## config.mk

```make
export PLATFORM = sky130hd
export DESIGN_NAME = integer_sequence_statistics_core
export DESIGN_NICKNAME = d
export VERILOG_FILES = /design/src/hdl/iss_pkg.sv /design/src/hdl/integer_sequence_statistics_core.sv /design/src/hdl/iss_front.sv /design/src/hdl/iss_divider.sv /design/src/hdl/iss_back.sv
export SDC_FILE = /design/constraint.sdc
export NUM_CORES = 2
export LEC_CHECK = 0
export ABC_AREA = 1
export BUFFER_PORTS_ARGS = -buffer_cell sky130_fd_sc_hd__buf_4
export CORE_ASPECT_RATIO = 2
export CORE_UTILIZATION = 70
export CTS_CLUSTER_SIZE = 10
export DETAILED_ROUTE_END_ITERATION = 12
export GPL_TIMING_DRIVEN = 0
export PLACE_DENSITY = 0.88
export SYNTH_ARGS = -nofsm -noshare
export SYNTH_HDL_FRONTEND = slang
export SYNTH_SLANG_ARGS = --single-unit
```

## constraint.sdc

```tcl
create_clock -name clk -period 35 [get_ports clk]
set_clock_uncertainty 0.2 [all_clocks]
set_input_delay 3.5 -clock clk [delete_from_list [all_inputs] [get_ports clk]]
set_output_delay 3.5 -clock clk [all_outputs]
set_load 0.1 [all_outputs]
```

## src/hdl/iss_pkg.sv

```systemverilog
`timescale 1ns / 1ps
// ----------------------------------------------------------------------------
// Integer sequence statistics package
// Widths, constants and the queue entry type shared by the front and back.
// ----------------------------------------------------------------------------
package iss_pkg;

  localparam int VALUE_WIDTH = 32;
  localparam int COUNT_WIDTH = 32;
  localparam int SUM_WIDTH   = 64;
  // Largest magnitude is 2^(VALUE_WIDTH-1), which needs VALUE_WIDTH bits.
  localparam int MAG_WIDTH   = VALUE_WIDTH;
  localparam int RADIX       = 10;
  localparam int QUEUE_DEPTH = 2;
  localparam int QUEUE_AW    = 1;

  // Division by ten as a reciprocal multiply: (x * RECIP_10) >> RECIP_SHIFT
  // is exact for every x below 2^32, so it covers any MAG_WIDTH up to 32.
  localparam int               RECIP_WIDTH = 64;
  localparam logic [31:0]      RECIP_10    = 32'hcccccccd;
  localparam int               RECIP_SHIFT = 35;

  localparam logic [COUNT_WIDTH-1:0] COUNT_MAX = {COUNT_WIDTH{1'b1}};

  // Command kinds carried from front to back.
  typedef enum logic {
    CMD_VALUE = 1'b0,
    CMD_FLUSH = 1'b1
  } cmd_t;

  // One entry of the queue between the front and the back.
  typedef struct packed {
    cmd_t                         cmd;
    logic                         neg;
    logic [MAG_WIDTH-1:0]         mag;
    logic signed [SUM_WIDTH-1:0]  ext;
  } entry_t;

  // Saturating increment.
  function automatic logic [COUNT_WIDTH-1:0] sat_inc(input logic [COUNT_WIDTH-1:0] c);
    sat_inc = (c == COUNT_MAX) ? c : c + 1'b1;
  endfunction

endpackage

```

## src/hdl/integer_sequence_statistics_core.sv

```systemverilog
`timescale 1ns / 1ps
// ----------------------------------------------------------------------------
// Integer sequence statistics core
// Gathers sum and class counts over a zero-terminated sequence of integers.
// ----------------------------------------------------------------------------
// Channel  | Handshake   | Payload
// input    | push, full  | value
// result   | pop, empty  | empty_res, total_count, total_sum, even_count,
//          |             | odd_count, prime_count, even_digit_sum_count,
//          |             | palindrome_count
//
// A non-zero item is reduced one decimal digit at a time and then, if it
// may be prime, tested by trial division up to its square root, one divisor
// at a time, on a sequential divider.
// Reset clears the queue, the totals and the result valid flag.
// A two-entry queue lets input be pushed while the back is busy; a waiting
// result blocks only the next zero.
module integer_sequence_statistics_core (
  input  logic                                    clk,
  input  logic                                    rst,
  input  logic                                    push,
  output logic                                    full,
  input  logic signed [iss_pkg::VALUE_WIDTH-1:0]  value,
  output logic                                    empty,
  input  logic                                    pop,
  output logic                                    empty_res,
  output logic [iss_pkg::COUNT_WIDTH-1:0]         total_count,
  output logic signed [iss_pkg::SUM_WIDTH-1:0]    total_sum,
  output logic [iss_pkg::COUNT_WIDTH-1:0]         even_count,
  output logic [iss_pkg::COUNT_WIDTH-1:0]         odd_count,
  output logic [iss_pkg::COUNT_WIDTH-1:0]         prime_count,
  output logic [iss_pkg::COUNT_WIDTH-1:0]         even_digit_sum_count,
  output logic [iss_pkg::COUNT_WIDTH-1:0]         palindrome_count
);

  logic            q_valid;
  logic            q_take;
  logic            res_valid;
  iss_pkg::entry_t q_entry;

  // Front: accept and classify.
  iss_front u_front (
    .clk     (clk),
    .rst     (rst),
    .push    (push),
    .full    (full),
    .value   (value),
    .q_valid (q_valid),
    .q_entry (q_entry),
    .q_take  (q_take)
  );

  // Back: tests and totals.
  iss_back u_back (
    .clk                  (clk),
    .rst                  (rst),
    .q_valid              (q_valid),
    .q_entry              (q_entry),
    .q_take               (q_take),
    .res_valid            (res_valid),
    .res_take             (pop),
    .empty_res            (empty_res),
    .total_count          (total_count),
    .total_sum            (total_sum),
    .even_count           (even_count),
    .odd_count            (odd_count),
    .prime_count          (prime_count),
    .even_digit_sum_count (even_digit_sum_count),
    .palindrome_count     (palindrome_count)
  );

  assign empty = !res_valid;

endmodule

```

## src/hdl/iss_front.sv

```systemverilog
`timescale 1ns / 1ps
// ----------------------------------------------------------------------------
// Integer sequence statistics front
// Accepts items, classifies them as value or flush, and queues them.
// ----------------------------------------------------------------------------
module iss_front (
  input  logic                              clk,
  input  logic                              rst,
  input  logic                              push,
  output logic                              full,
  input  logic signed [iss_pkg::VALUE_WIDTH-1:0] value,
  output logic                              q_valid,
  output iss_pkg::entry_t                   q_entry,
  input  logic                              q_take
);

  iss_pkg::entry_t                         mem [iss_pkg::QUEUE_DEPTH];
  logic [iss_pkg::QUEUE_AW-1:0]            wr_ptr;
  logic [iss_pkg::QUEUE_AW-1:0]            rd_ptr;
  logic [iss_pkg::QUEUE_AW:0]              fill;
  iss_pkg::entry_t                         entry_in;
  logic                                    do_push;
  logic                                    do_pop;

  // Classify the incoming item.
  always_comb begin
    entry_in.neg = value[iss_pkg::VALUE_WIDTH-1];
    entry_in.cmd = (value == '0) ? iss_pkg::CMD_FLUSH : iss_pkg::CMD_VALUE;
    entry_in.ext = iss_pkg::SUM_WIDTH'(value);
    entry_in.mag = entry_in.neg ? iss_pkg::MAG_WIDTH'(-value) : iss_pkg::MAG_WIDTH'(value);
  end

  assign full    = (fill == iss_pkg::QUEUE_DEPTH);
  assign q_valid = (fill != '0);
  assign q_entry = mem[rd_ptr];
  assign do_push = push && !full;
  assign do_pop  = q_take && q_valid;

  // Queue storage.
  always_ff @(posedge clk) begin
    if (do_push) begin
      mem[wr_ptr] <= entry_in;
    end
  end

  // Queue pointers and fill level.
  always_ff @(posedge clk) begin
    if (rst) begin
      wr_ptr <= '0;
      rd_ptr <= '0;
      fill   <= '0;
    end else begin
      if (do_push) wr_ptr <= wr_ptr + 1'b1;
      if (do_pop)  rd_ptr <= rd_ptr + 1'b1;
      fill <= fill + (iss_pkg::QUEUE_AW+1)'(do_push) - (iss_pkg::QUEUE_AW+1)'(do_pop);
    end
  end

endmodule

```

## src/hdl/iss_divider.sv

```systemverilog
`timescale 1ns / 1ps
// ----------------------------------------------------------------------------
// Integer sequence statistics divider
// Restoring divider, one quotient bit per cycle; only the remainder is used.
// ----------------------------------------------------------------------------
module iss_divider (
  input  logic                              clk,
  input  logic                              rst,
  input  logic                              start,
  input  logic [iss_pkg::MAG_WIDTH-1:0]     dividend,
  input  logic [iss_pkg::MAG_WIDTH-1:0]     divisor,
  output logic                              done,
  output logic [iss_pkg::MAG_WIDTH-1:0]     remainder
);

  localparam int CW = $clog2(iss_pkg::MAG_WIDTH + 1);

  logic [CW-1:0]                    count;
  logic                             busy;
  logic [iss_pkg::MAG_WIDTH-1:0]    dvsr;
  logic [iss_pkg::MAG_WIDTH-1:0]    quotient;
  logic [iss_pkg::MAG_WIDTH:0]      trial;
  logic [iss_pkg::MAG_WIDTH:0]      shifted;

  assign shifted = {remainder, quotient[iss_pkg::MAG_WIDTH-1]};
  assign trial   = shifted - {1'b0, dvsr};

  // Shift and subtract one bit each cycle.
  always_ff @(posedge clk) begin
    if (rst) begin
      busy  <= 1'b0;
      done  <= 1'b0;
      count <= '0;
    end else begin
      done <= 1'b0;
      if (start) begin
        busy      <= 1'b1;
        count     <= CW'(iss_pkg::MAG_WIDTH);
        quotient  <= dividend;
        remainder <= '0;
        dvsr      <= divisor;
      end else if (busy) begin
        if (!trial[iss_pkg::MAG_WIDTH]) begin
          remainder <= trial[iss_pkg::MAG_WIDTH-1:0];
          quotient  <= {quotient[iss_pkg::MAG_WIDTH-2:0], 1'b1};
        end else begin
          remainder <= shifted[iss_pkg::MAG_WIDTH-1:0];
          quotient  <= {quotient[iss_pkg::MAG_WIDTH-2:0], 1'b0};
        end
        count <= count - 1'b1;
        if (count == CW'(1)) begin
          busy <= 1'b0;
          done <= 1'b1;
        end
      end
    end
  end

endmodule

```

## src/hdl/iss_back.sv

```systemverilog
`timescale 1ns / 1ps
// ----------------------------------------------------------------------------
// Integer sequence statistics back
// Runs the digit, palindrome and prime tests and keeps the totals.
// ----------------------------------------------------------------------------
module iss_back (
  input  logic                                    clk,
  input  logic                                    rst,
  input  logic                                    q_valid,
  input  iss_pkg::entry_t                         q_entry,
  output logic                                    q_take,
  output logic                                    res_valid,
  input  logic                                    res_take,
  output logic                                    empty_res,
  output logic [iss_pkg::COUNT_WIDTH-1:0]         total_count,
  output logic signed [iss_pkg::SUM_WIDTH-1:0]    total_sum,
  output logic [iss_pkg::COUNT_WIDTH-1:0]         even_count,
  output logic [iss_pkg::COUNT_WIDTH-1:0]         odd_count,
  output logic [iss_pkg::COUNT_WIDTH-1:0]         prime_count,
  output logic [iss_pkg::COUNT_WIDTH-1:0]         even_digit_sum_count,
  output logic [iss_pkg::COUNT_WIDTH-1:0]         palindrome_count
);

  localparam int MW = iss_pkg::MAG_WIDTH;

  typedef enum logic [5:0] {
    ST_IDLE   = 6'b000001,
    ST_DIGIT  = 6'b000010,
    ST_DWAIT  = 6'b000100,
    ST_PRIME  = 6'b001000,
    ST_PWAIT  = 6'b010000,
    ST_FINISH = 6'b100000
  } state_t;

  state_t                          state;
  logic [MW-1:0]                   mag;
  logic [MW-1:0]                   rest;
  logic [MW+3:0]                   rev;
  logic                            dsum_par;
  logic                            neg;
  logic [MW-1:0]                   dvsr;
  logic [2*MW-1:0]                 dsq;
  logic                            is_prime;

  logic [iss_pkg::COUNT_WIDTH-1:0] seen_count;
  logic signed [iss_pkg::SUM_WIDTH-1:0] running_sum;
  logic [iss_pkg::COUNT_WIDTH-1:0] evens_seen;
  logic [iss_pkg::COUNT_WIDTH-1:0] odds_seen;
  logic [iss_pkg::COUNT_WIDTH-1:0] primes_seen;
  logic [iss_pkg::COUNT_WIDTH-1:0] even_digit_sums_seen;
  logic [iss_pkg::COUNT_WIDTH-1:0] palindromes_seen;

  logic                            div_start;
  logic                            div_done;
  logic [MW-1:0]                   div_r;
  logic [MW+3:0]                   rev_next;

  logic [iss_pkg::RECIP_WIDTH-1:0] recip_prod;
  logic [MW-1:0]                   dq;
  logic [MW-1:0]                   dq_times_ten;
  logic [3:0]                      digit;

  // Sequential divider for the trial division.
  iss_divider u_div (
    .clk       (clk),
    .rst       (rst),
    .start     (div_start),
    .dividend  (mag),
    .divisor   (dvsr),
    .done      (div_done),
    .remainder (div_r)
  );

  assign q_take = (state == ST_IDLE) && q_valid &&
                  !(q_entry.cmd == iss_pkg::CMD_FLUSH && res_valid);

  // Digit extraction: the quotient by ten is registered in ST_DIGIT, and the
  // low digit is taken from it in ST_DWAIT.
  assign recip_prod   = iss_pkg::RECIP_WIDTH'(rest) *
                        iss_pkg::RECIP_WIDTH'(iss_pkg::RECIP_10);
  assign dq_times_ten = dq * MW'(iss_pkg::RADIX);
  assign digit        = 4'(rest - dq_times_ten);

  // The reversed number can exceed the magnitude, so it keeps four extra bits
  // and any digit that carries it into them means "not a palindrome".
  assign rev_next = (rev << 3) + (rev << 1) + (MW+4)'(digit);
  assign dsq      = dvsr * dvsr;

  // Start a trial division while the item may still be prime and the divisor squared is within the magnitude.
  always_comb begin
    case (state)
      ST_PRIME: begin
        div_start = (dsq <= {{MW{1'b0}}, mag}) && is_prime;
      end
      default: begin
        div_start = 1'b0;
      end
    endcase
  end

  // Sequencer and totals.
  always_ff @(posedge clk) begin
    if (rst) begin
      state                <= ST_IDLE;
      res_valid            <= 1'b0;
      seen_count           <= '0;
      running_sum          <= '0;
      evens_seen           <= '0;
      odds_seen            <= '0;
      primes_seen          <= '0;
      even_digit_sums_seen <= '0;
      palindromes_seen     <= '0;
    end else begin
      if (res_valid && res_take) res_valid <= 1'b0;
      case (state)
        ST_IDLE: begin
          if (q_take) begin
            if (q_entry.cmd == iss_pkg::CMD_FLUSH) begin
              res_valid            <= 1'b1;
              empty_res            <= (seen_count == '0);
              total_count          <= seen_count;
              total_sum            <= running_sum;
              even_count           <= evens_seen;
              odd_count            <= odds_seen;
              prime_count          <= primes_seen;
              even_digit_sum_count <= even_digit_sums_seen;
              palindrome_count     <= palindromes_seen;
              seen_count           <= '0;
              running_sum          <= '0;
              evens_seen           <= '0;
              odds_seen            <= '0;
              primes_seen          <= '0;
              even_digit_sums_seen <= '0;
              palindromes_seen     <= '0;
            end else begin
              mag         <= q_entry.mag;
              rest        <= q_entry.mag;
              neg         <= q_entry.neg;
              rev         <= '0;
              dsum_par    <= 1'b0;
              running_sum <= running_sum + q_entry.ext;
              seen_count  <= iss_pkg::sat_inc(seen_count);
              if (q_entry.mag[0]) odds_seen  <= iss_pkg::sat_inc(odds_seen);
              else                evens_seen <= iss_pkg::sat_inc(evens_seen);
              state <= ST_DIGIT;
            end
          end
        end
        ST_DIGIT: begin
          dq    <= MW'(recip_prod >> iss_pkg::RECIP_SHIFT);
          state <= ST_DWAIT;
        end
        ST_DWAIT: begin
          dsum_par <= dsum_par ^ digit[0];
          rev      <= rev_next;
          rest     <= dq;
          if (dq == '0) begin
            if (!(dsum_par ^ digit[0]))
              even_digit_sums_seen <= iss_pkg::sat_inc(even_digit_sums_seen);
            if (rev_next == (MW+4)'(mag))
              palindromes_seen <= iss_pkg::sat_inc(palindromes_seen);
            dvsr     <= MW'(2);
            is_prime <= !neg && (mag >= MW'(2));
            state    <= ST_PRIME;
          end else if (rev_next[MW+3:MW] != '0) begin
            // Too many digits to match the magnitude; keep reducing for the
            // digit sum but poison the reverse.
            rev   <= {4'hf, {MW{1'b0}}};
            state <= ST_DIGIT;
          end else begin
            state <= ST_DIGIT;
          end
        end
        ST_PRIME: begin
          if (div_start) state <= ST_PWAIT;
          else begin
            if (is_prime) primes_seen <= iss_pkg::sat_inc(primes_seen);
            state <= ST_FINISH;
          end
        end
        ST_PWAIT: begin
          if (div_done) begin
            if (div_r == '0) is_prime <= 1'b0;
            dvsr  <= dvsr + 1'b1;
            state <= ST_PRIME;
          end
        end
        ST_FINISH: begin
          state <= ST_IDLE;
        end
        default: begin
          state <= ST_IDLE;
        end
      endcase
    end
  end

endmodule

```

==> impl_metrics.ini, run 1 <==
[status]
status = stopped before the end
lastStage = global routing (5_1_grt)
error_line = [ERROR GRT-0116] Global routing finished with congestion. Check the congestion regions in the DRC Viewer.

[synthesis]
synth_edf_count = 644
synth-seq-cells = 920
synth_top_area_share_pct = 25.56
synth_area_leaders = fa_1 26%, edfxtp_1 20%, inv_1 11%
yosysWarnings = 0
netlist_area_mm2 = 0.09626
ys.flop_type = edfxtp_1
synth_cell_types = 73
syn_nets = 13257
seq_area_frac_synth_pct = 25.83
ys_async_sr_fraction_pct = 0
avgSynthCellArea_um2 = 8.613
yosys.area.top_type = fa_1
netlist_instances = 11176

[clock_tree]
hold_buffers = 0
cts.sinks = 920
clockRootBuffer = clkbuf_16
cts_buffers = 104
post_cts_buffers = 0
cts_buffer_depth = 3
ctsHtreeMaxLevel = 3
ctsResizeCount = 0

[global_routing]
grt_pass1_wl_mm = 606.5
grt-ovfl-total = 3
grtUsageTotal_pct = 60.75
grt_pass1_vias = 94687
grt_max_degree = 65

[placement]
portBuffers = 294
routabilityCongestion = 1.226
dp.cells = 13233
dpl.hpwl_mm = 297.0
pre_cts_ws_ns = 22.10

[die]
num_rows = 192
start_util_pct = 70.42
die_y_um = 526.4
io_pins = 295
fp.dieW_um = 264.2
[stage by stage]
stage | hold slack [ns] | utilization [%] | instance area (µm²)
after global placement | 0.2143 | 73.63 | 100600
after detailed placement | 0.2211 | 73.94 | 101100
after floorplan | 0.2064 | - | 96260
after CTS | 0.1988 | 76.25 | 104200
[per-layer routing]
layer / track usage, % / overflow
met5: 4.177 / 0
met4: 70.91 / 1
met3: 34.14 / 0
met2: 89.44 / 2
met1: 53.77 / 0
[cells by family after synthesis]
family	count (synthesis)	share of synthesized area (%)
AND/OR/NAND/NOR	3685	16.19
buffers and inverters	3033	12.01
XOR/XNOR	218	2.012
AO/OA/AOI/OAI	1213	7.065
multiplexers	62	0.7253
flip-flops	920	25.83
adder cells (fa/ha/maj)	2045	36.17
[synthesized netlist by cell type (all sizes together), types with 36 or more instances]
master	count
nor4	73
buf	50
edfxtp	644
o21a	36
nor3	144
xor2	131
a31oi	60
o21ai	363
clkbuf	170
a21oi	620
inv	2809
dfxtp	276
mux2	62
fa	1229
nand3	357
nand4	114
xnor2	85
nor2	813
ha	816
nand2	2100
==> inputs of run 2 (changes only) <==
--- a/config.mk
+++ b/config.mk
@@ -7,12 +7,10 @@
 export LEC_CHECK = 0
 export ABC_AREA = 1
 export BUFFER_PORTS_ARGS = -buffer_cell sky130_fd_sc_hd__buf_4
-export CORE_ASPECT_RATIO = 2
-export CORE_UTILIZATION = 70
-export CTS_CLUSTER_SIZE = 10
+export CORE_UTILIZATION = 40
 export DETAILED_ROUTE_END_ITERATION = 12
 export GPL_TIMING_DRIVEN = 0
-export PLACE_DENSITY = 0.88
+export PLACE_DENSITY_LB_ADDON = 0.15
 export SYNTH_ARGS = -nofsm -noshare
 export SYNTH_HDL_FRONTEND = slang
 export SYNTH_SLANG_ARGS = --single-unit
==> impl_metrics.ini, run 2 <==
[clock_tree]
cts_buffers = 99
cts_buffer_depth = 3
ctsResizeCount = 0
hold_buffers = 0
ctsHtreeMaxLevel = 3
cts_tree = built
clock_latency_ns = 0.77
cts.sinks = 920
post_cts_buffers = 0
clockRootBuffer = clkbuf_16
clk_pin_slew_ns = 0.07

[critical_path]
crit_fanout = 64
slowest_stage = clkbuf_1
crit_required_ns = 35.13
reg2reg_to = u_back.u_div.quotient[4]$_DFFE_PP_
r2r_start = u_back.dvsr[19]$_SDFFCE_PP0P_
startpoint_type = register
worst_ep_arrival_time_ns = 12.78
rrSetupSlack_ns = 22.35
reg2regPathDepth = 37
critPathLaunch = u_back.dvsr[19]$_SDFFCE_PP0P_
timing.critical_path.mode_cell = fa_1
path_class = register to register
slowest_delay_ns = 1.00
end_kind = register

[synthesis]
netlist_area_mm2 = 0.09626
synth_edf_count = 644
yosys.area.top_type = fa_1
seq_area_frac_synth_pct = 25.83
synth_cell_types = 73
synth-seq-cells = 920
ys_async_sr_fraction_pct = 0
synth_common_cells = 2791 x inv_1, 2079 x nand2_1, 1229 x fa_1
synth_top_area_share_pct = 25.56
synth_most_common_cell = inv_1
netlist_instances = 11176
synth_area_leaders = fa_1 26%, edfxtp_1 20%, inv_1 11%
syn_nets = 13257
ys.flop_type = edfxtp_1
avgSynthCellArea_um2 = 8.613
yosysWarnings = 0

[finish]
fillers = 23846
largest_reg_flops = 128
syn_to_final_growth_pct = 10.50
top_register = u_front.mem
layout_common_cells = 2791 x inv_1, 2078 x nand2_1, 1229 x fa_1
finalInstanceArea_mm2 = 0.1064
drive_gt1_share_pct = 6.596
reg.largest.list = u_front.mem (128), u_back.running_sum (64), u_back.total_sum (64)
final_common_cell = inv_1
nets = 13669

[drt]
dr.pass1.iters = 6
drc = 0
routedWlPerCell_um = 22.64
drtIter0Drc = 6046
routed_wl_mm = 336.2
antenna_left = 0
routed_via_density = 5.160
vias = 76627

[hold_path]
min_path_cells = 0
hold_start = u_back.even_digit_sums_seen[24]$_SDFFE_PP0P_
hold_class = register to register
worstHoldEndpoint = u_back.even_digit_sum_count[24]$_DFFE_PP_

[die]
core_mm2 = 0.2385
die_y_um = 492.6
die-area_mm2 = 0.2426
num_rows = 179
start_util_pct = 40.36
fp.dieW_um = 492.6
io_pins = 295

[run]
cap_violations = 1

[global_routing]
grt_max_degree = 65
grt-ovfl-total = 0
grtUsageTotal_pct = 27.80
grt_pass1_vias = 77839
antenna_found_initial = 18
grt_pass1_wl_mm = 499.3

[timing]
worstMarginPinSlew_ns = 1.580
max_freq_mhz = 79.06
finalMaxSlewViolations = 11
fin_crit_ns = 12.65
final-setup-viol-count = 0
rsz0062_at_grt = false
final.setup.tns_ns = 0
max_slew_margin_pct = -5.335
hold_violations = 0
setup_ws_ns = 22.35
final.period_utilization_pct = 36.14

[placement]
placed_area_mm2 = 0.1028
pre_cts_ws_ns = 22.47
portBuffers = 294
routabilityCongestion = 0.9587
dpl.hpwl_mm = 284.7

[status]
status = complete, but fails checks
failed_checks = max-capacitance violations, max-slew violations
run 2: cell counts after synthesis:
Identical to the previous run, type by type.
run 2: worst max path at each step:
stage	to	slack, ns	depth (start not counted)
final	u_back.u_div.quotient[4]$_DFFE_PP_	22.35	37
after global routing	u_back.u_div.quotient[1]$_DFFE_PP_	22.09	37
after CTS	u_back.u_div.quotient[1]$_DFFE_PP_	22.40	38
after detailed placement	u_back.u_div.quotient[13]$_DFFE_PP_	22.47	38
after global placement	u_back.prime_count[4]$_DFFE_PP_	13.30	4
after floorplan	u_back.empty_res$_DFFE_PP_	19.56	3
run 2: layer usage:
metal	global-route usage, %	vias to the layer above	share of wire, %
met4	9.852	14	4.1
li1	-	35591	-
met5	0	-	0.027
met3	4.599	494	7.1
met2	46.19	2783	47
met1	36.49	37745	42
run 2: cell families after synthesis:
kind of cell	after synthesis	synth area share (%)
buffers and inverters	3033	12.01
xor gates and xnor gates	218	2.012
DFF	920	25.83
and+or+nand+nor	3685	16.19
AOI/OAI and AO/OA	1213	7.065
muxes	62	0.7253
adders and majority gates	2045	36.17
run 2: cell type report:
| cell class | count | area, µm² | area share (%) |
|---|---|---|---|
| Multi-Input combinational cell | 7223 | 59910 | 56.32 |
| Sequential cell | 920 | 24860 | 23.38 |
| Inverter | 2813 | 10560 | 9.928 |
| Tap cell | 3167 | 3963 | 3.725 |
| Clock buffer | 127 | 2705 | 2.543 |
| Timing Repair Buffer | 311 | 2529 | 2.377 |
| Buffer | 220 | 1005 | 0.9446 |
| Clock inverter | 60 | 813.3 | 0.7646 |
| Antenna cell | 9 | 22.52 | 0.02117 |
run 2: critical path, delay by kind of cell, from the launching register on:
| kind | cells | cell delay [ns] |
|---|---|---|
| adder cells (fa/ha/maj) | 10 | 4.94 |
| AND/OR/NAND/NOR | 16 | 2.93 |
| buffers and inverters | 7 | 2.14 |
| AO/OA/AOI/OAI | 3 | 0.91 |
| flip-flops | 1 | 0.82 |
| XOR/XNOR | 1 | 0.26 |
run 2: stage by stage:
step	utilization [%]	hold WS, ns	std cells
5_1_grt	44.59	0.2605	14843
3_3_place_gp	42.94	0.2302	14637
2_1_floorplan	-	0.2064	11176
3_5_place_dp	43.11	0.2339	14654
6_report	44.59	0.2399	14850
4_1_cts	44.58	0.2353	14841
Power of run 2 is not shown: default switching activity piles up to over one toggle a cycle in this logic, so the estimate is an artifact.
